`src/hdl/fcbs_pkg.sv`:
```
// Shared types and constants for the frustum cull block.
// Plane register layout, per-plane product record and the normal-magnitude helper.
// No dependencies.
`default_nettype none

package fcbs_pkg;

    // Register file geometry
    localparam int REG_COUNT = 6;
    localparam int DATA_W    = 64;
    localparam int ADDR_W    = 6;
    localparam int IDX_LSB   = 3;
    localparam int IDX_W     = ADDR_W - IDX_LSB;

    // Field widths
    localparam int COEF_W     = 12;
    localparam int OFS_W      = 28;
    localparam int POS_W      = 16;
    localparam int EXT_W      = 15;
    localparam int NSUM_W     = 13;
    localparam int PROD_W     = 28;
    localparam int ACC_W      = 32;
    localparam int FRAC_SHIFT = 10;

    typedef logic [IDX_W-1:0] reg_idx_t;

    // Packed plane register: offset on top, then normal z, y, x
    typedef struct packed {
        logic signed [OFS_W-1:0]  d;
        logic signed [COEF_W-1:0] c;
        logic signed [COEF_W-1:0] b;
        logic signed [COEF_W-1:0] a;
    } plane_t;

    // Registered products for one plane; bias is the cube reach or scaled radius
    typedef struct packed {
        logic signed [PROD_W-1:0] ax;
        logic signed [PROD_W-1:0] by;
        logic signed [PROD_W-1:0] cz;
        logic        [PROD_W-1:0] bias;
    } plane_prod_t;

    // |a| + |b| + |c| of a plane normal
    function automatic logic [NSUM_W-1:0] norm_sum(input plane_t p);
        logic [COEF_W-1:0] ma;
        logic [COEF_W-1:0] mb;
        logic [COEF_W-1:0] mc;
        ma = p.a[COEF_W-1] ? COEF_W'(-p.a) : COEF_W'(p.a);
        mb = p.b[COEF_W-1] ? COEF_W'(-p.b) : COEF_W'(p.b);
        mc = p.c[COEF_W-1] ? COEF_W'(-p.c) : COEF_W'(p.c);
        return NSUM_W'(ma) + NSUM_W'(mb) + NSUM_W'(mc);
    endfunction

endpackage

`default_nettype wire

```
`src/hdl/fcbs_eval.sv`:
```
// Evaluate stage of the cull pipeline.
// Sums products, offset and bias per plane and drops the volume on any negative sum.
// Depends on fcbs_pkg.
`default_nettype none

module fcbs_eval #(
    parameter int TESTED = 6
) (
    input  logic                                        clk,
    input  logic                                        rst_n,
    input  logic                                        m_valid,
    output logic                                        m_ready,
    input  fcbs_pkg::plane_prod_t [TESTED-1:0]          prods,
    input  fcbs_pkg::plane_t [fcbs_pkg::REG_COUNT-1:0]  planes,
    output logic                                        out_valid,
    input  logic                                        out_ready,
    output logic                                        visible
);
    import fcbs_pkg::*;

    logic                       out_valid_reg;
    logic                       vis_reg;
    logic                       vis_next;
    logic [TESTED-1:0]          keep;
    logic signed [ACC_W-1:0]    acc [TESTED];
    logic                       adv;

    assign adv     = !out_valid_reg || out_ready;
    assign m_ready = adv;

    // Reach of the volume toward each plane; negative means rejected
    always_comb
    begin
        for (int p = 0; p < TESTED; p++)
        begin
            acc[p] = ACC_W'(prods[p].ax) + ACC_W'(prods[p].by) + ACC_W'(prods[p].cz)
                   + ACC_W'(planes[p].d) + ACC_W'(prods[p].bias);
            keep[p] = !acc[p][ACC_W-1];
        end
        vis_next = &keep;
    end

    always_ff @(posedge clk or negedge rst_n)
    begin
        if (!rst_n)
            out_valid_reg <= 1'b0;
        else if (adv)
            out_valid_reg <= m_valid;
    end

    // Hold the result until it is taken
    always_ff @(posedge clk)
    begin
        if (adv && m_valid)
            vis_reg <= vis_next;
    end

    assign out_valid = out_valid_reg;
    assign visible   = vis_reg;

endmodule

`default_nettype wire

```
`config.mk`:
```
export PLATFORM = sky130hd
export DESIGN_NAME = fcbs_eval
export DESIGN_NICKNAME = d
export VERILOG_FILES = /design/src/hdl/fcbs_pkg.sv /design/src/hdl/fcbs_eval.sv
export SDC_FILE = /design/constraint.sdc
export NUM_CORES = 1
export LEC_CHECK = 0
export ABC_CLOCK_PERIOD_IN_PS = 1500
export BUFFER_PORTS_ARGS = -buffer_cell sky130_fd_sc_hd__buf_2
export CORE_AREA = 2 2 413 415
export CTS_CLUSTER_SIZE = 40
export DETAILED_ROUTE_END_ITERATION = 12
export DIE_AREA = 0 0 415 417
export PLACE_DENSITY = 0.3
export SYNTH_ARGS = -nofsm -noshare
export SYNTH_HDL_FRONTEND = slang
export SYNTH_SLANG_ARGS = --single-unit
```
`constraint.sdc`:
```
create_clock -name clk -period 1.5 [get_ports clk]
set_clock_uncertainty 0.1 [all_clocks]
set_input_delay 0.225 -clock clk [delete_from_list [all_inputs] [get_ports clk]]
set_output_delay 0.225 -clock clk [all_outputs]
set_load 0.02 [all_outputs]
```
Yosys cells after proc, flatten, opt, wreduce, memory -nomap -nowiden

Index checks and enable logic that the tools add are counted.

Flip-flop bits (word level): 2
Input bits: 1060
Output and inout port bits: 3
Logic and storage cells: 36

$add $sub $neg: 24
Reduce and logical (&&, ||, !) cells: 10

Operators by type and width:

| kind                                      | count |
|---|---|
| 31-bit by 29-bit adder with 32-bit output | 6 |
| 30-bit by 28-bit adder with 31-bit output | 6 |
| 29-bit by 28-bit adder with 30-bit output | 6 |
| 28-bit by 28-bit adder with 29-bit output | 6 |
| 1-bit zero test                           | 7 |
| 6-bit AND reduction                       | 1 |
| 1-bit logical AND                         | 1 |
| 1-bit logical OR                          | 1 |

Depth between registers and ports, before layout

Word-level depth: 6
Depth in mapped cells: 15

Worst setup path after synthesis

Ideal clock, no wire load.

Kind: input-to-reg
Start: input prods[456] (netlist name)
End: register vis_reg, in the netlist visible (data pin)
Library setup time: 252 ps
Arrival time: 3301 ps
Required time: 1148 ps
Path slack: -2154 ps
Stages on the path: 15
Cells stage by stage: inv_1 -> fa_1 -> inv_1 -> fa_1 -> inv_1 -> fa_1 -> inv_1 -> ha_1 -> a21oi_1 -> o21ai_0 -> o31ai_1 -> a21boi_0 -> or4_1 -> nand4b_1 -> nor2_1

Longest elaborated chain between the ends: 3

Ends and longest elaborated chain:

| what                                      | RTL line        | RTL |
|---|---|---|
| from (decl)                               | fcbs_eval.sv:13 | `input fcbs_pkg::plane_prod_t [TESTED-1:0] prods,` |
| 31-bit by 29-bit adder with 32-bit output | fcbs_eval.sv:37 | `+ ACC_W'(planes[p].d) + ACC_W'(prods[p].bias);` |
| 1-bit zero test                           | fcbs_eval.sv:38 | `keep[p] = !acc[p][ACC_W-1];` |
| 6-bit AND reduction                       | fcbs_eval.sv:40 | `vis_next = &keep;` |
| named net vis_next                        | fcbs_eval.sv:23 | `logic vis_next;` |
| to (signal assigned)                      | fcbs_eval.sv:55 | `vis_reg <= vis_next;` |
| to (decl)                                 | fcbs_eval.sv:22 | `logic vis_reg;` |

The timed path passes the listed nets, and every way through them passes these cells.
A chain may end at the register's enable or synchronous reset.

Final worst setup path

Start: input prods[16] (netlist name)
End: register vis_reg, in the netlist visible (data pin)

Same word-level chain as after synthesis.

==> summary.md <==
| Metric | Value |
|---|---|
| Int Pwr | `9.58 mW` |
| CTS max path bufs | `2` |
| Synth Flop Type | `edfxtp_1` |
| Peak VDD IR | `0.214 mV` |
| Leakage | `16.5 nW` |
| Ys Warns | `0` |
| Status | `complete, but fails checks` |
| PD cells | `726 mW/mm²` |
| Asr flop ratio synth | `0.500` |
| Initial DRC count | `503` |
| WL per Instance | `17.0 µm` |
| Crit-path cells | `buf_2 > inv_1 > fa_1 > inv_1 > fa_1 > inv_1 > fa_1 > inv_1 > ha_1 > and4_4 > a221o_1 > a2111oi_4 > a211oi_2 > buf_4 > nand4_1 > nor2_1` |
| Max stage delay on crit path | `0.52 ns` |
| Worst-path fanout max | `2` |
| Remaining antenna violation count | `0` |
| Register-to-register setup slack | `0.31 ns` |
| Clock Tree Root | `clkbuf_16` |
| Mapped Area | `0.0194 mm²` |
| Site Rows | `151` |
| Sequential Area | `55.1 µm²` |
| Syn Area/Cell | `8.52 µm²` |
| Switch share | `0.523` |
| CP startpoint | `prods[16]` |
| Die area | `0.173 mm²` |
| Post-synth top area share | `0.528` |
| Antenna violations before repair | `72` |
| Core Util, Final | `0.164` |
| Synthesized Nets | `4038` |
| Crit Reg-Reg Endpoint | `visible` |
| Mapped Cells | `2270` |
| Hold Path End | `out_valid` |
| Hold depth | `2` |
| Seq/Total Area, Yosys | `0.00284` |
| Final hold vios | `0` |
| Worst R2R Start | `out_valid` |
| Reg power frac | `0.003` |
| RSZ-0062 raised after global routing | `true` |
| H-tree levels | `1` |
| Share of cells above drive strength 1 | `0.323` |
| R2R depth | `3` |
| Inserted Clock Buffers | `3` |
| Ranking of synthesized cells by area | `fa_1 53%, inv_1 24%, ha_1 13%` |
| Number of port buffers | `846` |
| NetSw | `10.5 mW` |
| Post-route setup slack | `-2.50 ns` |
| Chip width | `415 µm` |
| Final cell count without fillers | `5448` |
| Post-route DRC violation count | `0` |
| Number of max-cap violations | `0` |
| Area leader, netlist | `fa_1` |
| Logic pwr share | `0.976` |
| Largest net degree at the start of global routing | `5` |
| Clock Power Share | `0.021` |
| Worst Hold Class | `in2reg` |
| Rel. slew slack | `0.662` |
| First-pass GRT wire length | `131000 µm` |
| Hold Startpoint | `m_valid` |
| Clock Sinks | `2` |
| Commonest non-fill, non-tap cell in the layout | `inv_1` |
| GRT Total Usage | `0.107` |
| Commonest non-fill, non-tap cells in the layout | `1237 x inv_1, 843 x buf_2, 498 x fa_1, 181 x ha_1, 86 x buf_4` |
| Worst Max-Slew Pin Slew | `0.507 ns` |
| #FFs+latches synth | `2` |
| CTS tree | `yes` |
| 1st-pass router iterations | `5` |
| Area growth syn-to-layout | `43.2%` |
| Worst-path clk slew | `0.03 ns` |
| Crit Path Category | `in2reg` |
| GPL Wtd Cong | `0.919` |
| Setup TNS | `-2.50 ns` |
| I/O Pins | `1063` |
| Failing checks | `setup timing` |
| Post-synth EDFFs | `1` |
| Crit path capture type | `flip-flop` |
| Post-Place Cells | `5423` |
| Final period utilization | `2.67` |
| Startpoint types | `input pin` |
| Crit path DAT | `3.87 ns` |
| CP max stage cell | `fa_1` |
| Vias per cell | `3.05` |
| Design Power | `20.1 mW` |
| Clock latency on the worst-skew pair | `0.22 ns` |
| CORE AREA | `0.169 mm²` |
| Max Fclk | `250 MHz` |
| Final setup viols | `1` |
| Vias in the first global route | `18800` |
| Final wirelength | `92700 µm` |
| Fill cells | `19600` |
| Initial core utilization | `0.115` |
| Most frequent CP cell | `inv_1` |
| Gr ovfl total | `0` |
| Die H | `417 µm` |
| HPWL after detailed placement | `92500 µm` |
| Final Max Slew Viols | `0` |
| Minimum clock period after layout | `4.00 ns` |
| Critical path required time | `1.37 ns` |
| Area of the multi-input gates | `0.0150 mm²` |
| Yosys cell types | `61` |
| Via count | `16600` |
| Fin nets | `4986` |
| Place WS | `-3.70 ns` |
stage by stage:
stage | hold WS [ns] | cell area, µm²
3_5_place_dp | -0.0827 | 27100
4_1_cts | 0.182 | 27600
5_1_grt | 0.180 | 27700
3_3_place_gp | -0.0879 | 27100
6_report | 0.156 | 27700
2_1_floorplan | -0.171 | 19400
cells in the mapped netlist (3+ instances only):
| master | number |
|---|---|
| a211oi_1 | 11 |
| a21o_1 | 16 |
| a21oi_1 | 62 |
| a221o_1 | 3 |
| and3_1 | 5 |
| and4_1 | 8 |
| fa_1 | 510 |
| ha_1 | 198 |
| inv_1 | 1260 |
| nand2_1 | 36 |
| nand3_1 | 18 |
| nand4_1 | 23 |
| nand4b_1 | 6 |
| nor2_1 | 23 |
| nor3_1 | 7 |
| o211ai_1 | 3 |
| o21a_1 | 3 |
| o21ai_0 | 23 |
cell type report:
type,instances,share of cell area
multi-input combinational,1008,0.540
antenna,13,0.00117
sequential,2,0.00199
timing repair buffer,943,0.183
inverter,1260,0.171
tap,2218,0.100
clock buffer,4,0.00285
critical path, delay by kind of cell:
kind            cells  cell delay (ns)
compound gates      3             1.02
buf+inv             6             0.44
fa+ha+maj           4             1.74
simple gates        3             0.43
power groups by stage:
stage | Sequential [mW] | Combinational [mW] | Clock, mW
floorplan | 0.0681 | 11.0 | 0
global placement | 0.0663 | 19.5 | 0
detailed placement | 0.0662 | 19.4 | 0
CTS | 0.0656 | 20.4 | 0.426
global route | 0.0658 | 23.2 | 0.438
finish | 0.0651 | 19.6 | 0.418
how the worst max path moves through the flow:
stage / end / cells past startpoint / slack (ns)
after floorplan: visible / 15 / -2.10
after global placement: visible / 16 / -3.68
after detailed placement: visible / 16 / -3.70
after CTS: visible / 17 / -2.51
after global routing: visible / 19 / -2.69
final: visible / 16 / -2.50
metal layers:
layer / vias to the layer above / GRT usage / share of wire
met5: - / 0 / 0.0012
met4: 20 / 0.00786 / 0.0076
met3: 88 / 0.0181 / 0.055
met2: 482 / 0.188 / 0.50
met1: 8030 / 0.140 / 0.44
li1: 8022 / - / -
logic make-up (layout without fill, tap and decap cells):
kind of cell | after synthesis | count (layout) | share of synthesized area
other | 0 | 13 | 0
multiplexers | 2 | 2 | 0.00103
buffers and inverters | 1260 | 2207 | 0.244
AO/OA/AOI/OAI | 157 | 157 | 0.0553
adder cells (fa/ha/maj) | 708 | 708 | 0.656
AND/OR/NAND/NOR | 141 | 141 | 0.0407
flip-flops | 2 | 2 | 0.00284
repair_timing:
item                                   in CTS  in global routing
setup endpoints to repair                   1                  1
pin swaps                                  45                 27
hold buffers                                1                  0
setup buffers                               7                  1
resized for setup                          73                 23
endpoints found under the hold margin       1                  0
No activity file was read; power rests on OpenSTA's default activity.
