## src/hdl/fcbs_pkg.sv

```systemverilog
// Shared types and constants for the frustum cull block.
// Plane register layout, per-plane product record and the normal-magnitude helper.
// No dependencies.
`default_nettype none

package fcbs_pkg;

    // Register file geometry
    localparam int REG_COUNT = 6;
    localparam int DATA_W    = 64;
    localparam int ADDR_W    = 6;
    localparam int IDX_LSB   = 3;
    localparam int IDX_W     = ADDR_W - IDX_LSB;

    // Field widths
    localparam int COEF_W     = 12;
    localparam int OFS_W      = 28;
    localparam int POS_W      = 16;
    localparam int EXT_W      = 15;
    localparam int NSUM_W     = 13;
    localparam int PROD_W     = 28;
    localparam int ACC_W      = 32;
    localparam int FRAC_SHIFT = 10;

    typedef logic [IDX_W-1:0] reg_idx_t;

    // Packed plane register: offset on top, then normal z, y, x
    typedef struct packed {
        logic signed [OFS_W-1:0]  d;
        logic signed [COEF_W-1:0] c;
        logic signed [COEF_W-1:0] b;
        logic signed [COEF_W-1:0] a;
    } plane_t;

    // Registered products for one plane; bias is the cube reach or scaled radius
    typedef struct packed {
        logic signed [PROD_W-1:0] ax;
        logic signed [PROD_W-1:0] by;
        logic signed [PROD_W-1:0] cz;
        logic        [PROD_W-1:0] bias;
    } plane_prod_t;

    // |a| + |b| + |c| of a plane normal
    function automatic logic [NSUM_W-1:0] norm_sum(input plane_t p);
        logic [COEF_W-1:0] ma;
        logic [COEF_W-1:0] mb;
        logic [COEF_W-1:0] mc;
        ma = p.a[COEF_W-1] ? COEF_W'(-p.a) : COEF_W'(p.a);
        mb = p.b[COEF_W-1] ? COEF_W'(-p.b) : COEF_W'(p.b);
        mc = p.c[COEF_W-1] ? COEF_W'(-p.c) : COEF_W'(p.c);
        return NSUM_W'(ma) + NSUM_W'(mb) + NSUM_W'(mc);
    endfunction

endpackage

`default_nettype wire

```

## src/hdl/fcbs_regs.sv

```systemverilog
// Plane register file behind the APB-style configuration port.
// Also keeps the normal magnitude sum of each plane, updated on write.
// Depends on fcbs_pkg.
`default_nettype none

module fcbs_regs (
    input  logic                                        clk,
    input  logic                                        rst_n,
    input  logic                                        psel,
    input  logic                                        penable,
    input  logic                                        pwrite,
    input  logic [fcbs_pkg::ADDR_W-1:0]                 paddr,
    input  logic [fcbs_pkg::DATA_W-1:0]                 pwdata,
    output logic [fcbs_pkg::DATA_W-1:0]                 prdata,
    output fcbs_pkg::plane_t [fcbs_pkg::REG_COUNT-1:0]  planes,
    output logic [fcbs_pkg::REG_COUNT-1:0][fcbs_pkg::NSUM_W-1:0] nsums
);
    import fcbs_pkg::*;

    plane_t [REG_COUNT-1:0]             plane_reg;
    logic [REG_COUNT-1:0][NSUM_W-1:0]   nsum_reg;
    reg_idx_t                           idx;
    logic                               idx_ok;
    logic                               wr_en;

    // Decode the register slot; slots past the last plane are ignored
    assign idx    = paddr[ADDR_W-1:IDX_LSB];
    assign idx_ok = (idx < IDX_W'(REG_COUNT));
    assign wr_en  = psel & penable & pwrite & idx_ok;

    // Write plane and its normal magnitude sum together
    always_ff @(posedge clk or negedge rst_n)
    begin
        if (!rst_n)
        begin
            plane_reg <= '0;
            nsum_reg  <= '0;
        end
        else if (wr_en)
        begin
            plane_reg[idx] <= plane_t'(pwdata);
            nsum_reg[idx]  <= norm_sum(plane_t'(pwdata));
        end
    end

    // Read back the addressed plane
    assign prdata = idx_ok ? DATA_W'(plane_reg[idx]) : '0;
    assign planes = plane_reg;
    assign nsums  = nsum_reg;

endmodule

`default_nettype wire

```

## config.mk

```make
export PLATFORM = sky130hd
export DESIGN_NAME = fcbs_regs
export DESIGN_NICKNAME = d
export VERILOG_FILES = /design/src/hdl/fcbs_pkg.sv /design/src/hdl/fcbs_regs.sv
export SDC_FILE = /design/constraint.sdc
export NUM_CORES = 1
export LEC_CHECK = 0
export BUFFER_PORTS_ARGS = -buffer_cell sky130_fd_sc_hd__buf_2
export CORE_AREA = 2 2 234 236
export CTS_BUF_LIST = sky130_fd_sc_hd__clkbuf_8
export DETAILED_ROUTE_END_ITERATION = 12
export DIE_AREA = 0 0 236 238
export PLACE_DENSITY = 0.66
export RECOVER_POWER = 50
export SLEW_MARGIN = 10
export SYNTH_ARGS = -nofsm -noshare
export SYNTH_HDL_FRONTEND = slang
export SYNTH_SLANG_ARGS = --single-unit
```

## constraint.sdc

```tcl
create_clock -name clk -period 1.3 [get_ports clk]
set_input_delay 0.13 -clock clk [delete_from_list [all_inputs] [get_ports clk]]
set_output_delay 0.13 -clock clk [all_outputs]
set_load 0.01 [all_outputs]
```

======== Word level (Yosys, flattened, before mapping) ========
Index checks and enable logic that the tools add are counted.
Widths: inputs -> output; s select.
operators by class
  add/subtract/negate cells ............... 5
  $lt $le $gt $ge ......................... 3
  multiplexer cells ....................... 12
  bitwise gates (word level) .............. 3
  reduce and logical (&&, ||, !) cells .... 1
operators by type and width
  cell                number
  $bwmux 384          1
  $bmux 64 s3         1
  $demux 64 s3        1
  $mux 64             3
  $bwmux 78           1
  $demux 13 s3        1
  $mux 12             3
  $neg 12->12         3
  $add 12x12->13      1
  $add 13x12->13      1
  $mux 13             1
  $lt 3x4->1 const B  1
  $and 1x1->1         3
  $ge 3x1->1 const B  1
  $lt 3x3->1 const B  1
  $logic_and 1x1->1   1
storage, ports and cells
  register bits ........................... 462
  input port bits ......................... 75
  logic and storage cells ................. 54

======== Depth between registers and ports, before layout ========
  word-level depth ........................ 5
  depth in mapped cells ................... 14
  mapped depth without buffers ............ 14

======== Worst setup path after synthesis ========
OpenSTA, ideal clock, no wires.
  kind .................................... in2reg
  from .................................... input pwdata[11] (netlist bit)
  to ...................................... register nsum_reg, in the netlist nsums[11]
  setup time .............................. 0.083 ns
  arrival time ............................ 3.033 ns
  required time ........................... 1.217 ns
  slack ................................... -1.816 ns
  stages .................................. 13
  cell sequence ........................... clkbuf_1 > clkbuf_1 > mux2i_1 > fa_1 > inv_1 > ha_1 > inv_1 > fa_1 > nand2b_1 > a21o_1 > a2111oi_0 > a211oi_2 > o21ai_0
between the ends
  longest elaborated chain between the ends .. 5
ends and longest elaborated chain
  element                         line             source
  start: declaration              fcbs_regs.sv:13  input logic [fcbs_pkg::DATA_W-1:0] pwdata,
  $neg 12->12                     fcbs_pkg.sv:48   ma = p.a[COEF_W-1] ? COEF_W'(-p.a) : COEF_W'(p.a);
  $mux 12 (*)                     fcbs_pkg.sv:48
  $add 12x12->13 (*)              fcbs_pkg.sv:51   return NSUM_W'(ma) + NSUM_W'(mb) + NSUM_W'(mc);
  $add 13x12->13 (*)              fcbs_pkg.sv:51
  $bwmux 78 (*)                   fcbs_regs.sv:42  nsum_reg[idx] <= norm_sum(plane_t'(pwdata));
  end signal: indexed assignment  fcbs_regs.sv:42
  end: declaration                fcbs_regs.sv:21  logic [REG_COUNT-1:0][NSUM_W-1:0] nsum_reg;
Mark *: on every way between the ends. The rest lies on a longest branch, timed or not.
A chain may end at the register's enable or synchronous reset.

======== Final worst setup path ========
  from .................................... input pwdata[12] (netlist bit)
  to ...................................... register nsum_reg, in the netlist nsums[77]
between the ends
  longest elaborated chain between the ends .. 5
ends and longest elaborated chain
  element             line             source
  $neg 12->12         fcbs_pkg.sv:49   mb = p.b[COEF_W-1] ? COEF_W'(-p.b) : COEF_W'(p.b);
  $mux 12 (*)         fcbs_pkg.sv:49
  $add 12x12->13 (*)  fcbs_pkg.sv:51
  $add 13x12->13 (*)  fcbs_pkg.sv:51
  $bwmux 78 (*)       fcbs_regs.sv:42
Marks and branches as above.

==> summary.txt <==
simple-gate share of the synthesized area - 0.248
top-count cell post-synth - nand2_1
Synth cell types - 49
Overflow after GRT - 0
first-pass GRT wire length - 133000 um
failing checks - negative setup slack
via count - 21785
MaxCap Viol Count - 0
die width - 236 um
WP data required - 1.86 ns
Synthesized Nets - 2477
Final Power - 52.3 mW
Chip Height - 238 um
final net count - 3376
Reg area - 11600 sq um
layout cells sized above 1 - 0.398
largest area contributor in the netlist - dfrtp_1
register bit total from synthesis - 462
WL per Instance - 22.7 um
final period utilization - 2.01
average cell area after synthesis - 8.67 sq um
Final Max Slew Viols - 0
setup tns final - -169.59 ns
clk slew on worst S/H paths - 0.06 ns
post-synthesis compound-gate area fraction - 0.109
max frequency - 384 MHz
largest net degree at the start of global routing - 61
gpl congestion - 0.918
synth top area cells - dfrtp_1 56%, nand2_1 22%, a22oi_1 7.0%
async set-reset flop share out of synthesis - 1.00
placed insts - 3690
deepest clock path buffer count - 3
Ports - 601
initial core utilization - 0.385
clk_skew - 0 ns
Peak VDD IR - 0.929 mV
First DRT Iteration DRCs - 1824
relative slew slack - 0.375
worst hold path class - in2reg
H-Tree Depth - 3
run status - finished, violations left
Final Hold Viols - 0
Overall Global Routing Usage - 0.314
initial antenna violation count - 5
PortBufs - 597
post-synthesis adder-cell area fraction - 0.0212
top-area cell type share of the netlist area - 0.562
Critical Path AT - 3.17 ns
Num CTS Buffers - 80
Final setup viols - 813
CP max FO - 6
Seq/Total Area, Yosys - 0.562
Mapped Area - 20600 sq um
RSZ-0062 raised after global routing - true
Core ar. - 53500 sq um
setup ws final - -1.31 ns
Post-synth top flop - dfrtp_1
# rows - 85
synthesis-to-layout area growth - 50.8%
Final ANT Viol Nets - 0
Non-Filler Instances - 4035
vias in the first global route - 21035
CTS root buf - clkbuf_8
Worst Tran Pin Value - 0.937 ns
Final min period - 2.61 ns
P_leak - 16.9 nW
CTS tree - built
Post-Synth XOR/XNOR Area - 0.0149
Total Wirelength - 91800 um
yosys warns - 0
combinational family with the most area after synthesis - simple AND/OR/NAND/NOR gates
worst skew pair latency - 0.67 ns
Setup crit end kind - register
Filler cells - 4511
Post-synth EDFFs - 0
Post-DP Area - 26200 sq um
startpoint types - primary input
Via-to-Cell Ratio - 5.40
CTS sink cnt - 462
Pwr Density - 1680 nW/um^2
Mapped Cells - 2375
post-synthesis mux area share - 0.00474
worst hold margin - 0.0822 ns
Die Footprint - 56200 sq um
1st-pass router iterations - 6
DP Wirelength - 63600 um
synth cell count leaders - 1190 x nand2_1, 462 x dfrtp_1, 192 x a22oi_1
post-route cell area - 31000 sq um
crit path kind - in2reg
DRC violations left - 0
area of the multi-input gates - 9710 sq um
## worst max-delay path: stages
cell and delay (ns):
buf_8 0.10, clkinvlp_4 0.08, buf_6 0.09, nand4b_1 0.16
or3_4 0.47, or4b_4 0.50, fa_1 0.56, inv_2 0.06
ha_4 0.24, a21oi_4 0.15, o21ai_2 0.08, a31oi_2 0.21
xnor2_2 0.14, buf_6 0.15, o21ai_2 0.05
## layout by cell type, fill, tap and decap left out, types with 4 or more instances in the layout
master | netlist | layout
mux2_2 | 6 | 5
nand2_1 | 1190 | 1174
o21ai_1 | 0 | 31
buf_2 | 35 | 553
dfrtp_1 | 462 | 453
buf_12 | 0 | 45
a21oi_4 | 0 | 4
fa_1 | 13 | 12
xor2_1 | 29 | 17
nand2_2 | 0 | 4
a22oi_2 | 0 | 110
inv_2 | 0 | 10
nor2_1 | 7 | 4
o21ai_0 | 110 | 43
clkbuf_2 | 0 | 6
clkbuf_8 | 0 | 104
inv_1 | 30 | 39
a21oi_2 | 0 | 5
nand3_2 | 1 | 9
nand3_1 | 65 | 57
dlygate4sd3_1 | 0 | 65
a22oi_1 | 192 | 82
clkinv_2 | 0 | 7
ha_4 | 0 | 14
clkinvlp_4 | 0 | 8
o31ai_4 | 0 | 7
clkbuf_1 | 124 | 5
xnor2_2 | 0 | 5
xor2_2 | 0 | 10
o21ai_2 | 0 | 34
nand2_4 | 0 | 12
buf_6 | 2 | 72
dfrtp_2 | 0 | 9
a21o_1 | 4 | 4
buf_4 | 1 | 239
and2_4 | 0 | 4
clkbuf_4 | 0 | 5
## final timing paths
check	startpoint	end	slack (ns)	cells after the start
min in group asynchronous	rst_n	planes[335]	0.70	3
max	pwdata[12]	nsums[77]	-1.31	15
max reg2reg	planes[383]	planes[383]	0.41	4
max in group asynchronous	rst_n	planes[275]	-0.37	3
min reg2reg	nsums[6]	nsums[6]	0.47	2
min	pwdata[0]	planes[256]	0.08	5
## power breakdown
group,internal (mW),total (mW),leakage [nW],switching [mW]
sequential,17.6,20.6,5.98,3.03
clock,7.64,14.0,0.962,6.33
combinational,7.86,17.7,9.95,9.82
total,33.1,52.3,16.9,19.2
## what timing repair did
action / in CTS / in global routing
endpoints found under the setup margin: 592 / 592
cloned: 0 / 0
pin swaps: 69 / 62
setup buffers: 21 / 115
hold endpoints to repair: 827 / 0
hold buffers: 65 / 0
gates resized for setup: 162 / 186
## kinds of logic (layout without fill, tap and decap cells)
group | Yosys count | in the layout
simple gates | 1299 | 1299
buf+inv | 206 | 1168
fa+ha+maj | 27 | 27
mux | 9 | 9
compound gates | 337 | 337
xor+xnor | 35 | 35
other cells | 0 | 2
flops | 462 | 462
## layer usage
layer / global-route usage / vias to the layer above / part of all wire
met3: 0.0688 / 289 / 0.093
met2: 0.507 / 1313 / 0.46
met1: 0.407 / 10662 / 0.39
met5: 0 / - / 0.00047
li1: - / 9515 / -
met4: 0.138 / 6 / 0.046
## through the flow
stage | setup slack [ns] | utilization
6_report | -1.31 | 0.580
5_1_grt | -1.35 | 0.580
4_1_cts | -1.20 | 0.549
3_5_place_dp | -2.10 | 0.490
3_3_place_gp | -1.99 | 0.490
2_1_floorplan | -1.67 | -
## state kept, by name, indices dropped and copies added (netlist names)
register,count
nsums,78
planes,384
## final cells by class
type,instances,area share
antenna,2,0.000161
clock buffer,104,0.0461
clock inverter,41,0.00858
inverter,30,0.00423
multi-input combinational,1707,0.313
sequential,462,0.373
tap,696,0.0280
timing repair buffer,993,0.227
No activity file was read; power rests on OpenSTA's default activity.
